[config.mk]
export PLATFORM = sky130hd
export DESIGN_NAME = fit_partition_allocator
export DESIGN_NICKNAME = d
export VERILOG_FILES = /design/src/rtl/core/fpa_pkg.sv /design/src/rtl/core/fpa_ram.sv /design/src/rtl/core/fit_partition_allocator.sv
export SDC_FILE = /design/constraint.sdc
export NUM_CORES = 1
export LEC_CHECK = 0
export BUFFER_PORTS_ARGS = -buffer_cell sky130_fd_sc_hd__buf_4
export CORE_ASPECT_RATIO = 2
export CORE_MARGIN = 2
export CORE_UTILIZATION = 45
export CTS_CLUSTER_DIAMETER = 100
export CTS_CLUSTER_SIZE = 14
export DETAILED_ROUTE_END_ITERATION = 10
export PLACE_DENSITY = 0.74
export RECOVER_POWER = 50
export SETUP_SLACK_MARGIN = 0.1
export SLEW_MARGIN = 10
export SYNTH_ARGS = -nofsm -noshare
export SYNTH_HDL_FRONTEND = slang
export SYNTH_SLANG_ARGS = --single-unit
[constraint.sdc]
create_clock -name clk -period 13.48 [get_ports clk]
set_input_delay 0 -clock clk [delete_from_list [all_inputs] [get_ports clk]]
set_output_delay 0 -clock clk [all_outputs]
set_load 0.02 [all_outputs]
[src/rtl/core/fpa_pkg.sv]
// Shared types and constants for the fit partition allocator.
// No dependencies; imported by the top level, the checker and the testbench.
package fpa_pkg;

  localparam int CORE_COUNT = 4;
  localparam int CORE_IDX_W = (CORE_COUNT > 1) ? $clog2(CORE_COUNT) : 1;
  localparam int ID_W       = 8;
  localparam int LOAD_W     = 17;
  localparam int SUM_W      = LOAD_W + 1;
  localparam int OUT_IDX_W  = 4;

  localparam logic [LOAD_W-1:0]     CAPACITY  = LOAD_W'(65536);
  localparam logic [CORE_IDX_W-1:0] LAST_CORE = CORE_IDX_W'(CORE_COUNT - 1);

  localparam logic OP_CLEAR = 1'b0;
  localparam logic OP_PLACE = 1'b1;

  typedef enum logic [1:0] {
    POL_FIRST = 2'd0,
    POL_BEST  = 2'd1,
    POL_WORST = 2'd2
  } policy_t;

  typedef enum logic {
    ST_IDLE,
    ST_SCAN
  } state_t;

  typedef struct packed {
    logic              opcode;
    logic [ID_W-1:0]   task_id;
    logic [LOAD_W-1:0] task_load;
  } task_word_t;

  typedef struct packed {
    logic [ID_W-1:0]      task_id_out;
    logic                 placed;
    logic [OUT_IDX_W-1:0] core_index;
    logic [LOAD_W-1:0]    core_load_out;
  } result_word_t;

endpackage

[src/rtl/core/fpa_ram.sv]
// Generic single-write, single-read RAM with a registered read port.
// No dependencies.
module fpa_ram #(
  parameter int WIDTH = 8,
  parameter int DEPTH = 4,
  localparam int AW = (DEPTH > 1) ? $clog2(DEPTH) : 1
) (
  input  logic             clk,
  input  logic             we,
  input  logic [AW-1:0]    waddr,
  input  logic [WIDTH-1:0] wdata,
  input  logic [AW-1:0]    raddr,
  output logic [WIDTH-1:0] rdata
);

  logic [WIDTH-1:0] mem [DEPTH];

  always_ff @(posedge clk) begin
    if (we) begin
      mem[waddr] <= wdata;
    end
    rdata <= mem[raddr];
  end

endmodule

[src/rtl/core/fit_partition_allocator.sv]
// Top level of the fit partition allocator: scan sequencer and result register.
// Depends on fpa_pkg and fpa_ram.
//
// Usage:
//   Task channel (task_valid / task_stall / task_word): a word is taken at a
//   rising edge with task_valid high and task_stall low. opcode OP_CLEAR
//   zeroes every core load at once and yields no result; OP_PLACE offers
//   task_load to the cores under the current fit policy.
//   Result channel (result_valid / result_stall / result_word): one word per
//   place, held in an output register until taken.
//   Config: cfg_wr_en writes cfg_wr_data into the fit policy (0 first, 1 best,
//   2 worst, 3 acts as first). Write only while the block is idle.
// Sequence:
//   A place is accepted while idle; the cores are then scanned one at a time
//   in order, set by the single read port of the load RAM. The result is
//   visible the cycle after the last core is scanned.
//   A clear is accepted only while idle and starts no scan.
// Reset (rst, synchronous): all loads read as zero, policy first-fit, no
//   result pending. A stalled result word holds; the scan then waits in its
//   last step and the task channel stays stalled until the word is taken.
module fit_partition_allocator (
  input  logic                 clk,
  input  logic                 rst,
  input  logic                 task_valid,
  output logic                 task_stall,
  input  fpa_pkg::task_word_t  task_word,
  output logic                 result_valid,
  input  logic                 result_stall,
  output fpa_pkg::result_word_t result_word,
  input  logic                 cfg_wr_en,
  input  logic [1:0]           cfg_wr_data
);
  import fpa_pkg::*;

  // control state
  state_t                  state, state_next;
  logic [CORE_IDX_W-1:0]   scan_idx;
  logic [CORE_COUNT-1:0]   core_valid;   // entry written since last clear
  logic [1:0]              fit_policy;

  // latched task and running pick
  logic [ID_W-1:0]         task_id;
  logic [LOAD_W-1:0]       task_load;
  logic                    found;
  logic [CORE_IDX_W-1:0]   pick;
  logic [LOAD_W-1:0]       pick_sum;

  // RAM port
  logic                    ram_we;
  logic [CORE_IDX_W-1:0]   ram_raddr;
  logic [LOAD_W-1:0]       ram_rdata;

  // FSM outputs
  logic accept;
  logic clear_now;
  logic start_scan;
  logic last_step;
  logic advance;
  logic finish;

  // per-core evaluation
  logic [LOAD_W-1:0] cur_load;
  logic [SUM_W-1:0]  sum;
  logic              fits;
  logic              better;
  logic              take;
  logic              found_fin;
  logic [CORE_IDX_W-1:0] pick_fin;
  logic [LOAD_W-1:0] pick_sum_fin;

  fpa_ram #(
    .WIDTH (LOAD_W),
    .DEPTH (CORE_COUNT)
  ) u_load_ram (
    .clk   (clk),
    .we    (ram_we),
    .waddr (pick_fin),
    .wdata (pick_sum_fin),
    .raddr (ram_raddr),
    .rdata (ram_rdata)
  );

  // Loads of cores not written since the last clear read as zero.
  assign cur_load = core_valid[scan_idx] ? ram_rdata : '0;
  assign sum      = {1'b0, cur_load} + {1'b0, task_load};
  assign fits     = (sum <= {1'b0, CAPACITY});

  always_comb begin
    case (fit_policy)
      POL_FIRST: better = 1'b0;
      POL_BEST:  better = (sum[LOAD_W-1:0] > pick_sum);
      POL_WORST: better = (sum[LOAD_W-1:0] < pick_sum);
      default:   better = 1'b0;
    endcase
  end

  assign take         = fits && (!found || better);
  assign found_fin    = found || take;
  assign pick_fin     = take ? scan_idx : pick;
  assign pick_sum_fin = take ? sum[LOAD_W-1:0] : pick_sum;

  // next state
  always_comb begin
    state_next = state;
    case (state)
      ST_IDLE: begin
        if (task_valid && task_word.opcode == OP_PLACE) begin
          state_next = ST_SCAN;
        end
      end
      ST_SCAN: begin
        if (finish) begin
          state_next = ST_IDLE;
        end
      end
      default: state_next = ST_IDLE;
    endcase
  end

  // FSM outputs
  always_comb begin
    task_stall = 1'b1;
    last_step  = 1'b0;
    advance    = 1'b0;
    ram_raddr  = '0;
    case (state)
      ST_IDLE: begin
        task_stall = 1'b0;
      end
      ST_SCAN: begin
        last_step = (scan_idx == LAST_CORE);
        // the last step waits for a free result register
        advance   = !last_step || !(result_valid && result_stall);
        // hold the address while waiting so read data stays put
        ram_raddr = (last_step || !advance) ? scan_idx : scan_idx + 1'b1;
      end
      default: begin
        task_stall = 1'b1;
      end
    endcase
  end

  assign accept     = task_valid && !task_stall;
  assign clear_now  = accept && task_word.opcode == OP_CLEAR;
  assign start_scan = accept && task_word.opcode == OP_PLACE;
  assign finish     = last_step && advance;
  assign ram_we     = finish && found_fin;

  always_ff @(posedge clk) begin
    if (rst) begin
      state        <= ST_IDLE;
      scan_idx     <= '0;
      core_valid   <= '0;
      fit_policy   <= POL_FIRST;
      found        <= 1'b0;
      result_valid <= 1'b0;
    end else begin
      state <= state_next;
      if (cfg_wr_en) begin
        fit_policy <= cfg_wr_data;
      end
      if (clear_now) begin
        core_valid <= '0;
      end else if (ram_we) begin
        core_valid[pick_fin] <= 1'b1;
      end
      if (start_scan) begin
        scan_idx <= '0;
        found    <= 1'b0;
      end else if (state == ST_SCAN && advance && !last_step) begin
        scan_idx <= scan_idx + 1'b1;
        found    <= found_fin;
      end
      if (finish) begin
        result_valid <= 1'b1;
      end else if (!result_stall) begin
        result_valid <= 1'b0;
      end
    end
  end

  // payload registers
  always_ff @(posedge clk) begin
    if (start_scan) begin
      task_id   <= task_word.task_id;
      task_load <= task_word.task_load;
    end
    if (state == ST_SCAN && advance && !last_step) begin
      pick     <= pick_fin;
      pick_sum <= pick_sum_fin;
    end
    if (finish) begin
      result_word.task_id_out   <= task_id;
      result_word.placed        <= found_fin;
      result_word.core_index    <= found_fin ? OUT_IDX_W'(pick_fin) : '0;
      result_word.core_load_out <= found_fin ? pick_sum_fin : '0;
    end
  end

`ifndef SYNTH
  a_placed_in_range: assert property (@(posedge clk) disable iff (rst)
    (result_valid && result_word.placed) |->
      (result_word.core_load_out <= CAPACITY &&
       result_word.core_index < OUT_IDX_W'(CORE_COUNT)))
    else $error("placed result out of range");

  a_unplaced_zero: assert property (@(posedge clk) disable iff (rst)
    (result_valid && !result_word.placed) |->
      (result_word.core_index == '0 && result_word.core_load_out == '0))
    else $error("unplaced result carries nonzero fields");

  a_clear_empties: assert property (@(posedge clk) disable iff (rst)
    clear_now |=> (core_valid == '0))
    else $error("clear left a core loaded");

  a_write_at_end: assert property (@(posedge clk) disable iff (rst)
    ram_we |-> (state == ST_SCAN && scan_idx == LAST_CORE &&
                !(result_valid && result_stall)))
    else $error("load write outside the final scan step");

  a_scan_steps: assert property (@(posedge clk) disable iff (rst)
    (state == ST_SCAN && !last_step) |=> (scan_idx == $past(scan_idx) + 1'b1))
    else $error("scan skipped a core");
`endif

endmodule

After elaboration in Yosys (flattened, before gate mapping):

Memories as Yosys holds them, arrays and structs flattened. A register that Yosys moved wholly into a read port is not among the register bits.
Cells that the tools add are included.
Widths: inputs -> output; s select.

* $add $sub $neg: 2
* $lt $le $gt $ge: 6
* eq/ne operators: 4
* mux-type cells: 20
* bitwise logic cells: 3
* reductions and logical operators: 22

Operators with widths (number)
* $mux 17: 2
* $add 17x17->18: 1
* $le 18x17->1 const B: 1
* $gt 17x17->1: 1
* $lt 17x17->1: 1
* $logic_and 1x1->1: 11
* $mux 1: 11
* $lt 2x3->1 const B: 2
* $mux 2: 3
* $logic_not 1->1: 5
* $eq 2x2->1 const B: 2
* $logic_or 1x1->1: 4
* $or 4x4->4: 1
* $pmux 1 s2: 2
* $reduce_or 2->1: 2
* $add 2x1->2 const B: 1
* $bmux 1 s2: 1
* $demux 1 s2: 1
* $eq 2x1->1 const B: 1
* $ge 2x1->1 const B: 1
* $ne 2x1->1 const B: 1
* $not 1->1: 2

* flip-flop bits (word level): 85
* memory bits (writable): 68
* bits of input ports: 33
* output and inout bits: 32
* logic and storage cells: 73
* memories kept: 1

Memory list
* u_load_ram.mem: depth 4, bits a word 17, rd ports 1, clocked after memory_dff 1, wr ports 1, RTL line fpa_ram.sv:16 `logic [WIDTH-1:0] mem [DEPTH];`

Depth between registers and ports, before layout:

* depth in word-level cells: 14
* depth in mapped cells: 24
* gate-level depth less buffers: 21

Modules after synthesis:

From an unflattened synthesis, not the netlist that was laid out.

* cells, all modules: 596
* area, all modules: 7831.3 µm²

By module, submodules not included
* fit_partition_allocator: times used 1, cells each 486, area each 4967.3 µm², sequential area each 2382.3 µm²
* fpa_ram: times used 1, cells each 110, area each 2864.0 µm², sequential area each 2382.3 µm²

Worst setup path after synthesis:

No wires, ideal clock.

* kind: register -> register
* start point: register scan_idx[0]
* end point: memory u_load_ram.mem[3][0] (netlist name), enable pin
* setup time: 0.416 ns
* arrival: 6.391 ns
* data required time: 13.064 ns
* slack: 6.672 ns
* stages on the path, launching flop included: 21
* path buffers: 3
* clock period less this slack: 6.808 ns
* cell sequence: dfxtp_1 > clkbuf_1 > mux4_2 > clkbuf_1 > and2_1 > ha_1 > o211ai_1 > o211ai_1 > nand2_1 > o41ai_1 > xor2_1 > ha_1 > nand3_1 > or4_1 > a31oi_1 > o31a_1 > o31ai_1 > a211oi_4 > buf_6 > mux2_1 > nor3b_1

* word-level cells in the longest chain between the ends: 12
* elaborated cells between the ends (all ways): 21
* classes of those cells: add/sub (1); order compare (3); eq/ne (1); mux (9); reduce/logical (7)

Ends and longest elaborated chain
* from (decl): RTL line fit_partition_allocator.sv:37 `logic [CORE_IDX_W-1:0] scan_idx;`
* from (signal assigned): RTL line fit_partition_allocator.sv:171 `scan_idx <= scan_idx + 1'b1;`
* $bmux 1 s2: RTL line fit_partition_allocator.sv:84 `assign cur_load = core_valid[scan_idx] ? ram_rdata : '0;`
* $mux 1 (not written as such): RTL line fit_partition_allocator.sv:84
* $mux 17: RTL line fit_partition_allocator.sv:84
* $add 17x17->18: RTL line fit_partition_allocator.sv:85 `assign sum = {1'b0, cur_load} + {1'b0, task_load};`
* $lt 17x17->1 or $gt 17x17->1 (tied branches): RTL line fit_partition_allocator.sv:92, fit_partition_allocator.sv:91
* $pmux 1 s2: RTL line fit_partition_allocator.sv:89 `case (fit_policy)`
* $logic_or 1x1->1: RTL line fit_partition_allocator.sv:97 `assign take = fits && (!found || better);`
* $logic_and 1x1->1: RTL line fit_partition_allocator.sv:97
* $logic_or 1x1->1: RTL line fit_partition_allocator.sv:98 `assign found_fin = found || take;`
* $logic_and 1x1->1: RTL line fit_partition_allocator.sv:147 `assign ram_we = finish && found_fin;`
* $mux 1: RTL line fpa_ram.sv:19 `if (we) begin`
* $mux 1 (not written as such): RTL line fpa_ram.sv:20 `mem[waddr] <= wdata;`
* to (decl): RTL line fpa_ram.sv:16

Several ways; a longest one is shown, not always the timed one. The select of a mux whose other input is x is not followed.

Worst setup path after layout:

* start point: register scan_idx[0]
* end point: memory u_load_ram.mem[3][12] (netlist name), enable pin

The elaborated chain is that of the path after synthesis.

==> results.py <==
metrics = {
    "run_status": {
        "status": "complete, but fails checks",
        "violations": "capacitance limit, slew limit",
    },
    "sta": {
        "fin_setup_tns_ps": 0,
        "worstMarginPinSlew_ps": 2070,
        "finalCriticalPeriod_ps": 7280,
        "drv_slew": 59,
        "timing.hold.ws_ps": 83.6,
        "finalHoldViolations": 0,
        "finalSetupViolCount": 0,
        "post-route-period-util_pct": 54.0,
        "rsz0062_at_grt": "false",
        "fmax_mhz": 137,
        "skew_ps": 8.93,
        "relSlewSlack_pct": -38.3,
    },
    "clock_network": {
        "cts.sinks": 168,
        "cts_tree": "yes",
        "cts_root_buffer": "clkbuf_16",
        "clockBufferDepth": 2,
        "numCtsBuffers": 17,
        "ctsResizeCount": 0,
        "clk-insertion-delay-late_ps": 420,
        "cts-htree-levels": 4,
        "path_clk_slew_ps": 60,
    },
    "yosys": {
        "synthFlopType": "edfxtp_1",
        "seq_area_frac_synth_pct": 62.1,
        "ys_ff_latch": 168,
        "syn-mean-instance-area_um2": 12.7,
        "synth.area.top_cells": "edfxtp_1 (55%), dfxtp_1 (7.3%), ha_1 (6.4%)",
        "yosys_warnings": 0,
        "synthArstFlopShare_pct": 0,
        "synth_cell_types": 60,
        "yosysMostFrequentCell": "edfxtp_1",
        "synthCells": 603,
        "ys_top_cells_by_count": "edfxtp_1 (140), nand2_1 (59), nor2b_1 (40)",
        "post-synth-top-area-cell": "edfxtp_1",
        "synth_edf_count": 140,
        "netlist.area_leader.share_pct": 54.8,
        "synthesis.area_um2": 7670,
    },
    "min_path": {
        "hold_path_depth": 4,
        "min_from": "task_valid",
        "hold_path_class": "input port to flop",
        "min_to": "found",
    },
    "grt": {
        "grt_start_max_net_pins": 37,
        "antenna_found_initial": 0,
        "grt_overflow": 0,
        "grt_pass1_vias": 5381,
        "grt.total_usage_pct": 20.9,
        "grt_first_pass_wirelength_um": 28000,
    },
    "floorplan": {
        "dieArea_um2": 18200,
        "chipHeight_um": 189,
        "start_util_pct": 45.8,
        "rows": 67,
        "io_pins": 65,
        "coreArea_um2": 16800,
        "die_w_um": 96.3,
    },
    "cells_and_area": {
        "multi_input_area_um2": 2720,
        "seqCellArea_um2": 4760,
        "nets": 775,
        "diodes": 0,
        "fillers": 1417,
        "drive_gt1_share_pct": 12.2,
        "area_growth_pct": 19.5,
        "final_cell_area_um2": 9170,
    },
    "detailed_routing": {
        "ant_nets": 0,
        "wirelength_um": 17800,
        "vias_per_cell": 5.49,
        "drc": 0,
        "first_iter_violations": 315,
        "dr.pass1.iters": 4,
        "vias": 5065,
        "wl_per_cell_um": 19.3,
    },
    "pwr": {
        "pwr_density_cell_nw_per_um2": 126,
        "irDropWorstVdd_uv": 141,
        "p_leak_uw": 0.00339,
        "finalPower_uw": 1150,
    },
    "setup_path": {
        "startpoint_type": "flop",
        "required_ps": 13590,
        "r2r_end": "u_load_ram.mem[3][12]",
        "critPathCaptureType": "flop",
        "r2r_cells": 19,
        "crit_type": "flop to flop",
        "r2r_start": "scan_idx[0]",
        "cp_data_arrival_time_ps": 7390,
        "r2r_slack_ps": 6200,
        "path_max_fanout": 23,
    },
    "placement": {
        "placed_area_um2": 8390,
        "dpl.hpwl_um": 12900,
        "io_buffers": 62,
        "place.gp.congestion": 0.935,
    },
    "job": {
        "drv_cap": 2,
    },
}
-- placed cells by master, fill, tap and decap left out, drive strengths merged, types with 12 or more instances in the layout --
cell / netlist / final
a211oi: 21 / 21
a21oi: 27 / 27
a31oi: 20 / 20
and2: 20 / 20
buf: 5 / 13
clkbuf: 19 / 76
dfxtp: 28 / 28
dlygate4sd3: 0 / 32
edfxtp: 140 / 140
ha: 39 / 39
inv: 30 / 36
mux2: 19 / 19
nand2: 59 / 59
nor2: 21 / 21
nor2b: 40 / 40
o21ai: 12 / 12
-- per-layer routing --
metal	up-vias	wire, um	share of wire (%)	track usage (%)
met5	-	0	0	0
met4	0	828	4.7	11.4
met3	41	427	2.4	2.96
met2	126	10100	57	38.7
met1	2480	6420	36	21.8
li1	2418	-	-	-
-- critical path, stage by stage, from the launching register on --
cell      delay (ps)
dfxtp_1          550
mux4_2           720
and2_0           240
ha_1             470
nand2_1          190
o21ai_0          440
nor3_1            80
a221oi_1         390
and2_0           330
ha_1             230
nand3_1          130
or4_1            480
a31oi_1          220
o31a_1           170
o31ai_1          110
a211oi_4         240
clkbuf_1        1070
mux2_1           420
nor3b_2          160
buf_4            290
-- area by class of cell --
cell class,count,area share [%]
repair buffers,103,7.95
flip-flops and latches,168,52.0
clock inverters,14,1.76
clock buffers,18,4.68
inverters,30,1.23
well taps,207,2.82
multi-input cells,382,29.6
-- worst max path at each step --
stage / to / slack [ps] / cells past startpoint / from
after floorplan: u_load_ram.mem[3][0] / 6670 / 20 / scan_idx[0]
after global placement: u_load_ram.mem[3][6] / 7190 / 19 / scan_idx[0]
after detailed placement: u_load_ram.mem[3][8] / 7040 / 19 / scan_idx[0]
after CTS: u_load_ram.mem[3][8] / 7000 / 19 / scan_idx[0]
after global routing: u_load_ram.mem[3][2] / 5740 / 19 / scan_idx[0]
final: u_load_ram.mem[3][12] / 6200 / 19 / scan_idx[0]
-- repair_timing --
action / 4_1_cts / 5_1_grt
hold buffers: 32 / 0
setup buffers: 0 / 0
hold endpoints to repair: 33 / 0
-- flip-flops by register name, summed over array words and instances, names as in the netlist --
| signal | count |
|---|---|
| core_valid | 4 |
| fit_policy | 2 |
| found | 1 |
| pick | 2 |
| pick_sum | 17 |
| result_valid | 1 |
| result_word | 28 |
| scan_idx | 2 |
| state | 1 |
| task_id | 8 |
| task_load | 17 |
| u_load_ram.mem | 68 |
| u_load_ram.rdata | 17 |
-- power by group --
part,switching [uW],internal [uW]
sequential,6.06,577
clock,207,278
combinational,48.5,35.2
-- through the flow --
stage	setup WS [ps]	utilization, %	std cells
2_1_floorplan	6670	-	604
3_3_place_gp	7190	50.1	858
3_5_place_dp	7040	50.1	858
4_1_cts	7000	55.5	922
5_1_grt	5740	54.7	922
6_report	6200	54.7	922
-- cell families (layout without fill, tap and decap cells) --
kind of cell | count (synthesis) | in the layout | share of synthesized area [%]
mux | 26 | 26 | 4.06
flops | 168 | 168 | 62.1
other cells | 1 | 2 | 0.0489
buf+inv | 54 | 165 | 2.93
simple gates | 191 | 191 | 13.0
xor+xnor | 11 | 11 | 1.26
compound gates | 112 | 112 | 9.98
fa+ha+maj | 40 | 40 | 6.62
Power figures use the tool's default switching activity.
